===== src/hw/rtl/hwf_pkg.sv =====
`timescale 1ns / 1ps
// ----------------------------------------------------------------------------
// hwf_pkg
// Shared types, wave constants and sine table generator for the wave height
// field block.
// ----------------------------------------------------------------------------
package hwf_pkg;

    typedef enum logic [2:0] {
        S_IDLE,
        S_RUN,
        S_SQ_START,
        S_SQRT,
        S_DIV,
        S_OUT
    } state_t;

    localparam int MUL_A_W   = 33;
    localparam int MUL_B_W   = 31;
    localparam int PROD_W    = MUL_A_W + MUL_B_W;
    localparam int ACC_W     = 48;
    localparam int SUMSQ_W   = 40;
    localparam int SQ_N_W    = 60;
    localparam int SQ_R_W    = 30;
    localparam int DIV_MAG_W = 18;
    localparam int DIV_Q_W   = 17;

    localparam logic signed [MUL_B_W-1:0] KX1  = 31'sd536232718;
    localparam logic signed [MUL_B_W-1:0] KZ1  = 31'sd107246544;
    localparam logic signed [MUL_B_W-1:0] KT1  = 31'sd193043779;
    localparam logic signed [MUL_B_W-1:0] KX2  = 31'sd80434908;
    localparam logic signed [MUL_B_W-1:0] KZ2  = 31'sd402174539;
    localparam logic signed [MUL_B_W-1:0] KT2  = 31'sd96521889;
    localparam logic signed [MUL_B_W-1:0] AMP1 = 31'sd39322;
    localparam logic signed [MUL_B_W-1:0] AMP2 = 31'sd19661;

    localparam logic [SUMSQ_W-1:0] B_SQUARED = 40'h04_0000_0000;
    localparam logic [DIV_MAG_W-1:0] B_MAG   = 18'h2_0000;
    localparam logic [DIV_Q_W-1:0]   Q_MAX   = 17'd32767;
    localparam logic signed [15:0]   N_ONE   = 16'sd32767;

    localparam logic [1:0] REG_TIME  = 2'd0;
    localparam logic [1:0] REG_THICK = 2'd1;
    localparam logic [1:0] REG_WIDTH = 2'd2;

    // sequencer steps
    localparam logic [3:0] ST_X1   = 4'd0;
    localparam logic [3:0] ST_Z1   = 4'd1;
    localparam logic [3:0] ST_T1   = 4'd2;
    localparam logic [3:0] ST_X2   = 4'd3;
    localparam logic [3:0] ST_Z2   = 4'd4;
    localparam logic [3:0] ST_T2   = 4'd5;
    localparam logic [3:0] ST_ACC  = 4'd6;
    localparam logic [3:0] ST_ROM1 = 4'd7;
    localparam logic [3:0] ST_AMP1 = 4'd8;
    localparam logic [3:0] ST_AMP2 = 4'd9;
    localparam logic [3:0] ST_SUMW = 4'd10;
    localparam logic [3:0] ST_WB   = 4'd11;
    localparam logic [3:0] ST_SQC  = 4'd12;
    localparam logic [3:0] ST_LAST = 4'd13;

    localparam logic [63:0] HALF_PI_Q30 = 64'd1686629713;
    localparam logic [63:0] ONE_Q30     = 64'd1073741824;
    localparam logic [63:0] SINE_DIV [5] = '{64'd110, 64'd72, 64'd42, 64'd20, 64'd6};

    // quarter-wave series, evaluated at elaboration only
    function automatic logic signed [31:0] sine_entry(input int unsigned idx,
                                                      input int unsigned lg);
        logic [63:0] j;
        logic [63:0] quad;
        logic [63:0] rem;
        logic [63:0] x;
        logic [63:0] x2;
        logic [63:0] t;
        logic [63:0] s;
        j    = 64'(idx) << 2;
        quad = j >> lg;
        rem  = j & ((64'd1 << lg) - 64'd1);
        if (quad[0])
        begin
            rem = (64'd1 << lg) - rem;
        end
        x  = (rem * HALF_PI_Q30) >> lg;
        x2 = (x * x) >> 30;
        t  = ONE_Q30;
        for (int k = 0; k < 5; k++)
        begin
            t = ONE_Q30 - (((x2 * t) >> 30) / SINE_DIV[k]);
        end
        s = (((x * t) >> 30) + 64'd8192) >> 14;
        return (quad >= 64'd2) ? -(32'(s)) : 32'(s);
    endfunction

endpackage


===== src/hw/rtl/hwf_div.sv =====
`timescale 1ns / 1ps
// ----------------------------------------------------------------------------
// hwf_div
// Restoring divider for one normal component: round(mag * 2^25 / len).
// ----------------------------------------------------------------------------
module hwf_div
(
    input  logic                           clk,
    input  logic                           rst_n,
    input  logic                           start,
    input  logic [hwf_pkg::DIV_MAG_W-1:0]  mag,
    input  logic [hwf_pkg::SQ_R_W-1:0]     len,
    output logic                           done,
    output logic [hwf_pkg::DIV_Q_W-1:0]    quot
);

    localparam int QW = hwf_pkg::DIV_Q_W;
    localparam int RW = hwf_pkg::DIV_MAG_W + 26;
    localparam int DW = hwf_pkg::SQ_R_W + QW - 1;
    localparam int CW = $clog2(QW + 1);

    logic [RW-1:0] rem_reg;
    logic [DW-1:0] den_reg;
    logic [QW-1:0] q_reg;
    logic [CW-1:0] cnt_reg;
    logic          busy_reg;
    logic          done_reg;
    logic [DW-1:0] rem_ext;
    logic          last;

    assign rem_ext = DW'(rem_reg);
    assign last    = (cnt_reg == CW'(QW - 1));

    always_ff @(posedge clk or negedge rst_n)
    begin
        if (!rst_n)
        begin
            busy_reg <= 1'b0;
            done_reg <= 1'b0;
            cnt_reg  <= '0;
        end
        else
        begin
            done_reg <= busy_reg && last;
            if (start)
            begin
                busy_reg <= 1'b1;
                cnt_reg  <= '0;
            end
            else if (busy_reg)
            begin
                cnt_reg <= cnt_reg + CW'(1);
                if (last)
                begin
                    busy_reg <= 1'b0;
                end
            end
        end
    end

    always_ff @(posedge clk)
    begin
        if (start)
        begin
            rem_reg <= {mag, 25'b0} + RW'(len >> 1);
            den_reg <= DW'(len) << (QW - 1);
            q_reg   <= '0;
        end
        else if (busy_reg)
        begin
            if (rem_ext >= den_reg)
            begin
                rem_reg <= RW'(rem_ext - den_reg);
                q_reg   <= {q_reg[QW-2:0], 1'b1};
            end
            else
            begin
                q_reg <= {q_reg[QW-2:0], 1'b0};
            end
            den_reg <= den_reg >> 1;
        end
    end

    assign done = done_reg;
    assign quot = q_reg;

endmodule


===== config.mk =====
export PLATFORM = sky130hd
export DESIGN_NAME = hwf_div
export DESIGN_NICKNAME = d
export VERILOG_FILES = /design/src/hw/rtl/hwf_pkg.sv /design/src/hw/rtl/hwf_div.sv
export SDC_FILE = /design/constraint.sdc
export NUM_CORES = 1
export LEC_CHECK = 0
export BUFFER_PORTS_ARGS = -buffer_cell sky130_fd_sc_hd__buf_4
export CAP_MARGIN = 20
export CORE_ASPECT_RATIO = 2
export CORE_MARGIN = 5
export CORE_UTILIZATION = 60
export CTS_CLUSTER_DIAMETER = 50
export DETAILED_ROUTE_END_ITERATION = 12
export PLACE_DENSITY = 0.9
export SLEW_MARGIN = 5
export SYNTH_ARGS = -nofsm -noshare
export SYNTH_HDL_FRONTEND = slang
export SYNTH_SLANG_ARGS = --single-unit

===== constraint.sdc =====
create_clock -name clk -period 8.6 [get_ports clk]
set_input_delay 0.86 -clock clk [delete_from_list [all_inputs] [get_ports clk]]
set_output_delay 0.86 -clock clk [all_outputs]
set_load 0.05 [all_outputs]

==> summary.txt <==
die area: 14900 µm²
gr ovfl total: 0
RSZ-0062 raised after global routing: no
placed cells: 1000
Post-CTS Setup Bufs: 0
Buf+Inv Stages, Crit Path: 3
dpl ws: 4.46 ns
post-synthesis mux area share: 0.0502
Netlist cell types: 67
Clock Latency Late Sink: 0.42 ns
fin crit period: 4.20 ns
Synth Area in Simple Gates: 0.169
Max VDD drop: 0.000217 V
Area Overhead vs Synth: 16.2%
family with the most delay on the worst path: compound AO/OA/AOI/OAI gates
Ports: 69
final setup TNS: 0 ns
critical path depth in cells: 14
final wirelength: 19700 µm
Worst EP required: 8.67 ns
CP Launch Type: flip-flop
Final Hold Fails: 0
synthesized instance count: 812
WL per Instance: 19.1 µm
final setup vio count: 0
Slew Viols, Final: 0
top area cells in the synthesized netlist: edfxtp_1 30%, dfxtp_1 8.9%, ha_1 8.4%, nand2_1 6.0%, mux2i_1 4.7%
Clock Pin Slew Worst Setup and Hold Paths: 0.06 ns
number of synthesized flops with an enable pin: 74
Post-Syn Area: 7430 µm²
Lkg Pwr: 0.00399 µW
share of cells above drive strength 1: 0.139
FMAX: 238 MHz
vias in the first global route: 6684
most common cell after layout, fill and taps aside: nand2_1
first-pass GRT wire length: 31300 µm
critical setup path kind: flip-flop to flip-flop
Synth warnings: 0
clock skew: 0.0102 ns
post-layout net count: 975
pwr/cell area: 325 nW/µm²
asr flop ratio synth: 0.0614
max-cap violation count: 0
largest family of logic cells by synthesized area: compound AO/OA/AOI/OAI gates
Antenna Nets Post-Route: 0
core box area: 12100 µm²
Worst Tran Pin Value: 0.767 ns
WP data arrival: 4.27 ns
final period utilization: 0.488
R2R cell count: 14
hold_buf cts: 0
ys flop type: edfxtp_1
Clock Sinks: 114
Die Wd: 88.7 µm
slowest CP cell: or4_4
final worst setup slack: 4.40 ns
detailed-route via count: 6351
Slew HR: 0.489
Max Buffers Root-to-Sink: 2
CTS resizes: 0
initial core utilization: 0.613
critical-path cell list: inv_1 -> ha_1 -> inv_1 -> fa_1 -> a211oi_1 -> o21bai_2 -> a31oi_2 -> or4_4 -> a21oi_4 -> nor2_2 -> o41ai_4 -> nand3_2 -> a21oi_4 -> buf_4
Final HPWL DP: 14400 µm
post-synthesis adder-cell area fraction: 0.0895
largest net degree at the start of global routing: 78
CTS tree: yes
flops & latches, synth: 114
outcome: finished clean
non-filler cells in the finished layout: 1032
initial antenna violation count: 0
syn_area_per_cell: 9.15 µm²
post-synthesis compound-gate area fraction: 0.171
ant diodes: 0
worst-path maximum fanout: 31
IO Port Bufs: 68
Via-to-Cell Ratio: 6.15
first-pass iteration count of the detailed router: 7
highest cell delay on the worst timing path: 0.59 ns
Synth Area in XOR/XNOR: 0.0636
total CTS buffers: 17
Synth area leader: edfxtp_1
std cell rows: 57
H-Tree Depth: 4
post-synthesis sequential area ratio: 0.411
gr usage total: 0.273
Post-Syn Nets: 915
CP endpoint kind: flip-flop
GP Congestion: 0.987
most frequent cells in the layout: 119 x nand2_1, 74 x edfxtp_1, 72 x buf_4
Remaining DRCs: 0
max reg flops: 46
Iteration-0 DRC Markers: 343
Die Height: 167 µm
CTS root buf: clkbuf_16
post-synth top area share: 0.299
worst hold path type: input port to asynchronous set/reset pin
area by class of cell:
class,count,area [µm²]
multi-input cells,608,4050
fillers,891,3490
flip-flops and latches,114,3060
repair buffers,72,541
clock buffers,18,450
inverters,59,221
well taps,147,184
clock inverters,14,130
cells by family after synthesis:
group / count (synthesis)
multiplexers: 37
adder cells (fa/ha/maj): 52
XOR/XNOR: 54
buffers and inverters: 90
flip-flops: 114
AND/OR/NAND/NOR: 274
AO/OA/AOI/OAI: 191
worst reg2reg max path, delay by kind of cell, from the launching register on:
family          cells  cell delay [ns]
fa+ha+maj           2             0.46
simple gates        3             0.81
flops               1             0.32
buf+inv             3             0.63
compound gates      6             1.60
Yosys cell counts (all sizes together) (26+ instances only):
master,number
a21o,29
a21oi,46
clkbuf,26
dfxtp,33
edfxtp,74
ha,50
inv,59
mux2i,35
nand2,119
nor2,67
o21ai,54
xnor2,29
per-stage QoR:
stage	util	power (µW)	hold slack [ns]	cell area, µm²
4_1_cts	0.712	2780	0.240	8640
6_report	0.712	2810	0.244	8640
3_3_place_gp	0.664	2040	0.478	8060
2_1_floorplan	-	1750	0.465	7430
5_1_grt	0.712	2960	0.245	8640
3_5_place_dp	0.664	2060	0.499	8060
power breakdown:
part / internal [µW] / switching [µW] / total (µW)
clock network: 401 / 298 / 699
logic: 517 / 801 / 1320
registers: 747 / 45.4 / 793
total: 1670 / 1140 / 2810
path summary, 6_finish.rpt:
kind,startpoint,to,slack [ns]
worst max-delay path,rem_reg[0],rem_reg[15],4.40
worst min-delay path,rst_n,cnt_reg[3],0.24
worst max register to register,rem_reg[0],rem_reg[15],4.40
worst min register to register,den_reg[0],den_reg[0],0.51
max in group asynchronous,rst_n,busy_reg,8.22
min in group clk,den_reg[0],den_reg[0],0.51
per-layer routing:
| layer | track usage | up-vias | wire, µm |
|---|---|---|---|
| li1 | - | 3004 | - |
| met1 | 0.268 | 2986 | 6530 |
| met2 | 0.484 | 269 | 10600 |
| met3 | 0.0462 | 92 | 952 |
| met4 | 0.207 | 0 | 1650 |
| met5 | 0 | - | 0 |
No activity file was read; power rests on OpenSTA's default activity.
