===== src/hw/rtl/hwf_pkg.sv =====
`timescale 1ns / 1ps
// ----------------------------------------------------------------------------
// hwf_pkg
// Shared types, wave constants and sine table generator for the wave height
// field block.
// ----------------------------------------------------------------------------
package hwf_pkg;

    typedef enum logic [2:0] {
        S_IDLE,
        S_RUN,
        S_SQ_START,
        S_SQRT,
        S_DIV,
        S_OUT
    } state_t;

    localparam int MUL_A_W   = 33;
    localparam int MUL_B_W   = 31;
    localparam int PROD_W    = MUL_A_W + MUL_B_W;
    localparam int ACC_W     = 48;
    localparam int SUMSQ_W   = 40;
    localparam int SQ_N_W    = 60;
    localparam int SQ_R_W    = 30;
    localparam int DIV_MAG_W = 18;
    localparam int DIV_Q_W   = 17;

    localparam logic signed [MUL_B_W-1:0] KX1  = 31'sd536232718;
    localparam logic signed [MUL_B_W-1:0] KZ1  = 31'sd107246544;
    localparam logic signed [MUL_B_W-1:0] KT1  = 31'sd193043779;
    localparam logic signed [MUL_B_W-1:0] KX2  = 31'sd80434908;
    localparam logic signed [MUL_B_W-1:0] KZ2  = 31'sd402174539;
    localparam logic signed [MUL_B_W-1:0] KT2  = 31'sd96521889;
    localparam logic signed [MUL_B_W-1:0] AMP1 = 31'sd39322;
    localparam logic signed [MUL_B_W-1:0] AMP2 = 31'sd19661;

    localparam logic [SUMSQ_W-1:0] B_SQUARED = 40'h04_0000_0000;
    localparam logic [DIV_MAG_W-1:0] B_MAG   = 18'h2_0000;
    localparam logic [DIV_Q_W-1:0]   Q_MAX   = 17'd32767;
    localparam logic signed [15:0]   N_ONE   = 16'sd32767;

    localparam logic [1:0] REG_TIME  = 2'd0;
    localparam logic [1:0] REG_THICK = 2'd1;
    localparam logic [1:0] REG_WIDTH = 2'd2;

    // sequencer steps
    localparam logic [3:0] ST_X1   = 4'd0;
    localparam logic [3:0] ST_Z1   = 4'd1;
    localparam logic [3:0] ST_T1   = 4'd2;
    localparam logic [3:0] ST_X2   = 4'd3;
    localparam logic [3:0] ST_Z2   = 4'd4;
    localparam logic [3:0] ST_T2   = 4'd5;
    localparam logic [3:0] ST_ACC  = 4'd6;
    localparam logic [3:0] ST_ROM1 = 4'd7;
    localparam logic [3:0] ST_AMP1 = 4'd8;
    localparam logic [3:0] ST_AMP2 = 4'd9;
    localparam logic [3:0] ST_SUMW = 4'd10;
    localparam logic [3:0] ST_WB   = 4'd11;
    localparam logic [3:0] ST_SQC  = 4'd12;
    localparam logic [3:0] ST_LAST = 4'd13;

    localparam logic [63:0] HALF_PI_Q30 = 64'd1686629713;
    localparam logic [63:0] ONE_Q30     = 64'd1073741824;
    localparam logic [63:0] SINE_DIV [5] = '{64'd110, 64'd72, 64'd42, 64'd20, 64'd6};

    // quarter-wave series, evaluated at elaboration only
    function automatic logic signed [31:0] sine_entry(input int unsigned idx,
                                                      input int unsigned lg);
        logic [63:0] j;
        logic [63:0] quad;
        logic [63:0] rem;
        logic [63:0] x;
        logic [63:0] x2;
        logic [63:0] t;
        logic [63:0] s;
        j    = 64'(idx) << 2;
        quad = j >> lg;
        rem  = j & ((64'd1 << lg) - 64'd1);
        if (quad[0])
        begin
            rem = (64'd1 << lg) - rem;
        end
        x  = (rem * HALF_PI_Q30) >> lg;
        x2 = (x * x) >> 30;
        t  = ONE_Q30;
        for (int k = 0; k < 5; k++)
        begin
            t = ONE_Q30 - (((x2 * t) >> 30) / SINE_DIV[k]);
        end
        s = (((x * t) >> 30) + 64'd8192) >> 14;
        return (quad >= 64'd2) ? -(32'(s)) : 32'(s);
    endfunction

endpackage


===== src/hw/rtl/hwf_isqrt.sv =====
`timescale 1ns / 1ps
// ----------------------------------------------------------------------------
// hwf_isqrt
// Iterative integer square root, one result bit per cycle.
// ----------------------------------------------------------------------------
module hwf_isqrt
(
    input  logic                          clk,
    input  logic                          rst_n,
    input  logic                          start,
    input  logic [hwf_pkg::SQ_N_W-1:0]    n_in,
    output logic                          done,
    output logic [hwf_pkg::SQ_R_W-1:0]    root
);

    localparam int NW = hwf_pkg::SQ_N_W;

    logic [NW-1:0] n_reg;
    logic [NW-1:0] res_reg;
    logic [NW-1:0] bit_reg;
    logic          busy_reg;
    logic          done_reg;
    logic [NW-1:0] trial;

    assign trial = res_reg + bit_reg;

    always_ff @(posedge clk or negedge rst_n)
    begin
        if (!rst_n)
        begin
            busy_reg <= 1'b0;
            done_reg <= 1'b0;
        end
        else
        begin
            done_reg <= busy_reg && bit_reg[0];
            if (start)
            begin
                busy_reg <= 1'b1;
            end
            else if (busy_reg && bit_reg[0])
            begin
                busy_reg <= 1'b0;
            end
        end
    end

    always_ff @(posedge clk)
    begin
        if (start)
        begin
            n_reg   <= n_in;
            res_reg <= '0;
            bit_reg <= NW'(1) << (NW - 2);
        end
        else if (busy_reg)
        begin
            if (n_reg >= trial)
            begin
                n_reg   <= n_reg - trial;
                res_reg <= (res_reg >> 1) + bit_reg;
            end
            else
            begin
                res_reg <= res_reg >> 1;
            end
            bit_reg <= bit_reg >> 2;
        end
    end

    assign done = done_reg;
    assign root = res_reg[hwf_pkg::SQ_R_W-1:0];

endmodule


===== config.mk =====
export PLATFORM = sky130hd
export DESIGN_NAME = hwf_isqrt
export DESIGN_NICKNAME = d
export VERILOG_FILES = /design/src/hw/rtl/hwf_pkg.sv /design/src/hw/rtl/hwf_isqrt.sv
export SDC_FILE = /design/constraint.sdc
export NUM_CORES = 1
export LEC_CHECK = 0
export ABC_CLOCK_PERIOD_IN_PS = 18500
export BUFFER_PORTS_ARGS = -buffer_cell sky130_fd_sc_hd__buf_2
export CORE_MARGIN = 2
export CORE_UTILIZATION = 54
export CTS_BUF_LIST = sky130_fd_sc_hd__clkbuf_8
export DETAILED_ROUTE_END_ITERATION = 6
export PLACE_DENSITY = 0.72
export SLEW_MARGIN = 20
export SYNTH_ARGS = -nofsm -noshare
export SYNTH_HDL_FRONTEND = slang
export SYNTH_SLANG_ARGS = --single-unit

===== constraint.sdc =====
create_clock -name clk -period 18.5 [get_ports clk]
set_clock_uncertainty 0.15 [all_clocks]
set_input_delay 1.85 -clock clk [delete_from_list [all_inputs] [get_ports clk]]
set_output_delay 1.85 -clock clk [all_outputs]
set_load 0.03 [all_outputs]

==> impl_metrics.tcl <==
set metrics [dict create \
    drt_wl_total_mm 40.0 \
    ys_seq_area_share_pct 25.5 \
    worst_setup_path_startpoint "bit_reg[0]" \
    timing.critical_path.to "res_reg[28]" \
    whs_ps 367 \
    maximum_root_to_sink_buffer_count 2 \
    grt_pass1_vias 12500 \
    path_delay_family "compound AO/OA/AOI/OAI gates" \
    synthesis.area_per_instance_sq_um 7.90 \
    postCtsResizedCells 0 \
    hold_violations 0 \
    placementRows 59 \
    grt_max_degree 140 \
    clk_pin_slew_ps 110 \
    detail_route.vias_per_cell 6.25 \
    die_w_um 167 \
    tritoncts_clock_tree "built" \
    synth.distinct_cells 86 \
    place_worst_setup_slack_ps 11390 \
    cts_buffers 17 \
    postPlaceCellArea_sq_um 14600 \
    synthesis.area_sq_um 14300 \
    finalCritPeriodShare_pct 39.5 \
    top_level_i_o_count 94 \
    status "completed" \
    hold_path.class "register to register" \
    antenna_found_initial 1 \
    p_leak_nw 6.10 \
    setup_ws_ps 11200 \
    timing_worst_slew_pin_value_ps 902 \
    antennaDiodeCount 0 \
    yosys_register_bits 152 \
    post-cts-setup-buffer-count 0 \
    fp.dieArea_sq_um 27800 \
    critical_path_required_ps 18690 \
    cp-end-kind "register" \
    count_of_flip_flops_with_a_built_in_enable_after_synthesis 60 \
    rrSetupSlack_ps 11200 \
    place_inst 2117 \
    rr_endpoint "res_reg[28]" \
    cts_root_buffer "clkbuf_8" \
    finalWeightedCongestion 0.952 \
    num_vias 13400 \
    ys_warn_count 0 \
    slew_headroom_pct 39.9 \
    switching_power_mw 1.20 \
    area_growth_syn_to_layout_pct 4.95 \
    element_type_at_the_critical_path_start "register" \
    cellInternalPower_mw 1.20 \
    drt-wirelength-per-cell_um 18.6 \
    fmaxAchievable_ghz 0.137 \
    cap_violations 0 \
    critical_path.slowest_cell "a211oi_1" \
    core_region_area_sq_um 26100 \
    cts-hold-fix-buffers 0 \
    numPortBuffers 93 \
    synthCells 1813 \
    clock_sinks 152 \
    synth_flop_cell "dfxtp_1" \
    asyncSetResetFlopFracSynth_pct 1.32 \
    totalPowerFinal_mw 2.39 \
    slew_viol_final 0 \
    timing_worst_setup_path_type "register to register" \
    drtAntennaViolNets 0 \
    finish.utilization_pct 57.7 \
    clk_lat_worst_skew_ps 500 \
    nets_in_the_synthesized_netlist 1999 \
    fp.dieH_um 167 \
    dp_hpwl_mm 29.9 \
    timing.critical_path.arrival_ps 7490 \
    power_frac_comb_pct 63.8 \
    start_util_pct 54.9 \
    final-instance-count-excl-fill 2149 \
    worst-r2r-cell-count 24 \
    max-vdd-ir-drop_v 0.0000943 \
    most_repeated_library_cell_on_the_critical_path "ha_1" \
    path_depth 24 \
    period_needed_ps 7300 \
    critical_path.max_stage_delay_ps 580 \
    power.density_cell_area_nw_per_um2 159 \
    final_cell_area_sq_um 15000 \
    unrepaired_setup_endpoints_after_global_routing "no" \
    grt.overflow.total 0 \
    rr_startpoint "bit_reg[0]" \
    cp.buffers_inverters 1 \
    h_tree_depth 4 \
    setup_viol 0 \
    crit_chain "ha_1 > ha_1 > a21oi_1 > o21ai_0 > a31oi_1 > o21bai_1 > a211oi_1 > o31ai_1 > a31oi_1 > o21ai_0 > a41oi_1 > xor2_1 > ha_1 > nand4_1 > nor4_1 > nand3_1 > o32ai_1 > a21oi_1 > o211ai_1 > or2_1 > buf_4 > mux2_2 > mux2i_1 > nor2_1" \
    wire_length_of_the_first_global_routing_pass_mm 65.3 \
    final_layout_size_suffix_gt1_share_pct 10.3 \
    iteration_count_of_the_initial_detailed_routing_pass 7 \
    design.final.nets 1987 \
    reg_power_share_pct 24.4 \
    critical_path_peak_fanout 40 \
    gr-usage-all-layers_pct 28.6 \
    switching_share_pct 50.0 \
    drtIter0Drc 1304 \
    remaining_drc_errors 0 \
    power.share.clock_pct 11.8 \
    tns_ps 0 \
]
==> power by group through the flow <==
stage	Combinational [mW]	Clock [mW]	Sequential (mW)
finish	1.53	0.282	0.584
global route	1.69	0.297	0.594
CTS	1.50	0.287	0.581
detailed placement	1.49	0	0.588
global placement	1.47	0	0.587
floorplan	1.22	0	0.553
==> logic make-up (layout without fill, tap and decap cells) <==
family,after synthesis,after routing,synth area share [%]
buf+inv,175,176,5.83
compound gates,566,566,26.1
xor+xnor,149,149,9.11
mux,51,51,3.66
flops,152,152,25.5
simple gates,597,597,19.0
fa+ha+maj,123,123,10.8
==> worst min-delay path, delay by kind of cell, from the launching register on <==
family             cells  cell delay (ps)
and+or+nand+nor        1               90
AOI/OAI and AO/OA      1               50
DFF                    1              340
==> worst min-delay path by stage <==
stage,start,endpoint,cells after the start
after global routing,res_reg[0],res_reg[0],2
after floorplan,bit_reg[0],busy_reg,1
after CTS,res_reg[0],res_reg[0],2
final,res_reg[0],res_reg[0],2
after global placement,res_reg[0],res_reg[0],2
after detailed placement,res_reg[0],res_reg[0],2
==> area by class of cell <==
class                           count  area (sq um)
Sequential cell                   152          3660
Inverter                           45           169
Tap cell                          335           419
Multi-Input combinational cell   1486          9850
Fill cell                        2426         11000
Clock inverter                     15           183
Clock buffer                       17           234
Timing Repair Buffer               99           517
==> routing by layer <==
layer | part of all wire [%] | global-route usage [%] | routed length [um]
met5 | 0 | 0 | 0
met4 | 2.0 | 7.20 | 782
met3 | 7.7 | 5.18 | 3070
met2 | 43 | 43.2 | 17100
met1 | 48 | 42.2 | 19000
==> cells in the mapped netlist, drive strengths merged, types with 45 or more instances <==
cell    count  area, sq um
a21oi     108          556
a31oi      59          369
buf        59          399
clkbuf     71          267
dfxtp      90         1800
edfxtp     60         1800
ha        122         1530
inv        45          169
nand2     218          818
nand4      47          294
nor2      181          699
o21ai     164          825
xnor2      85          744
xor2       64          561
==> placed cells by master (no fill, tap or decap), types with 13 or more instances in the layout <==
cell type / instances
nand2_1: 218
nor2_1: 172
o21ai_0: 153
ha_1: 122
a21oi_1: 104
buf_2: 92
dfxtp_1: 90
xnor2_1: 85
xor2_1: 64
edfxtp_1: 60
a31oi_1: 59
nand4_1: 47
inv_1: 45
mux2i_1: 43
a21o_1: 37
nand3_1: 37
a211oi_1: 35
o21bai_1: 22
nor3_1: 21
clkbuf_8: 17
a311oi_1: 16
o21a_1: 15
or3_1: 14
a221oi_1: 14
nor2b_1: 13
Note: power is estimated with default switching activity, not from simulation.
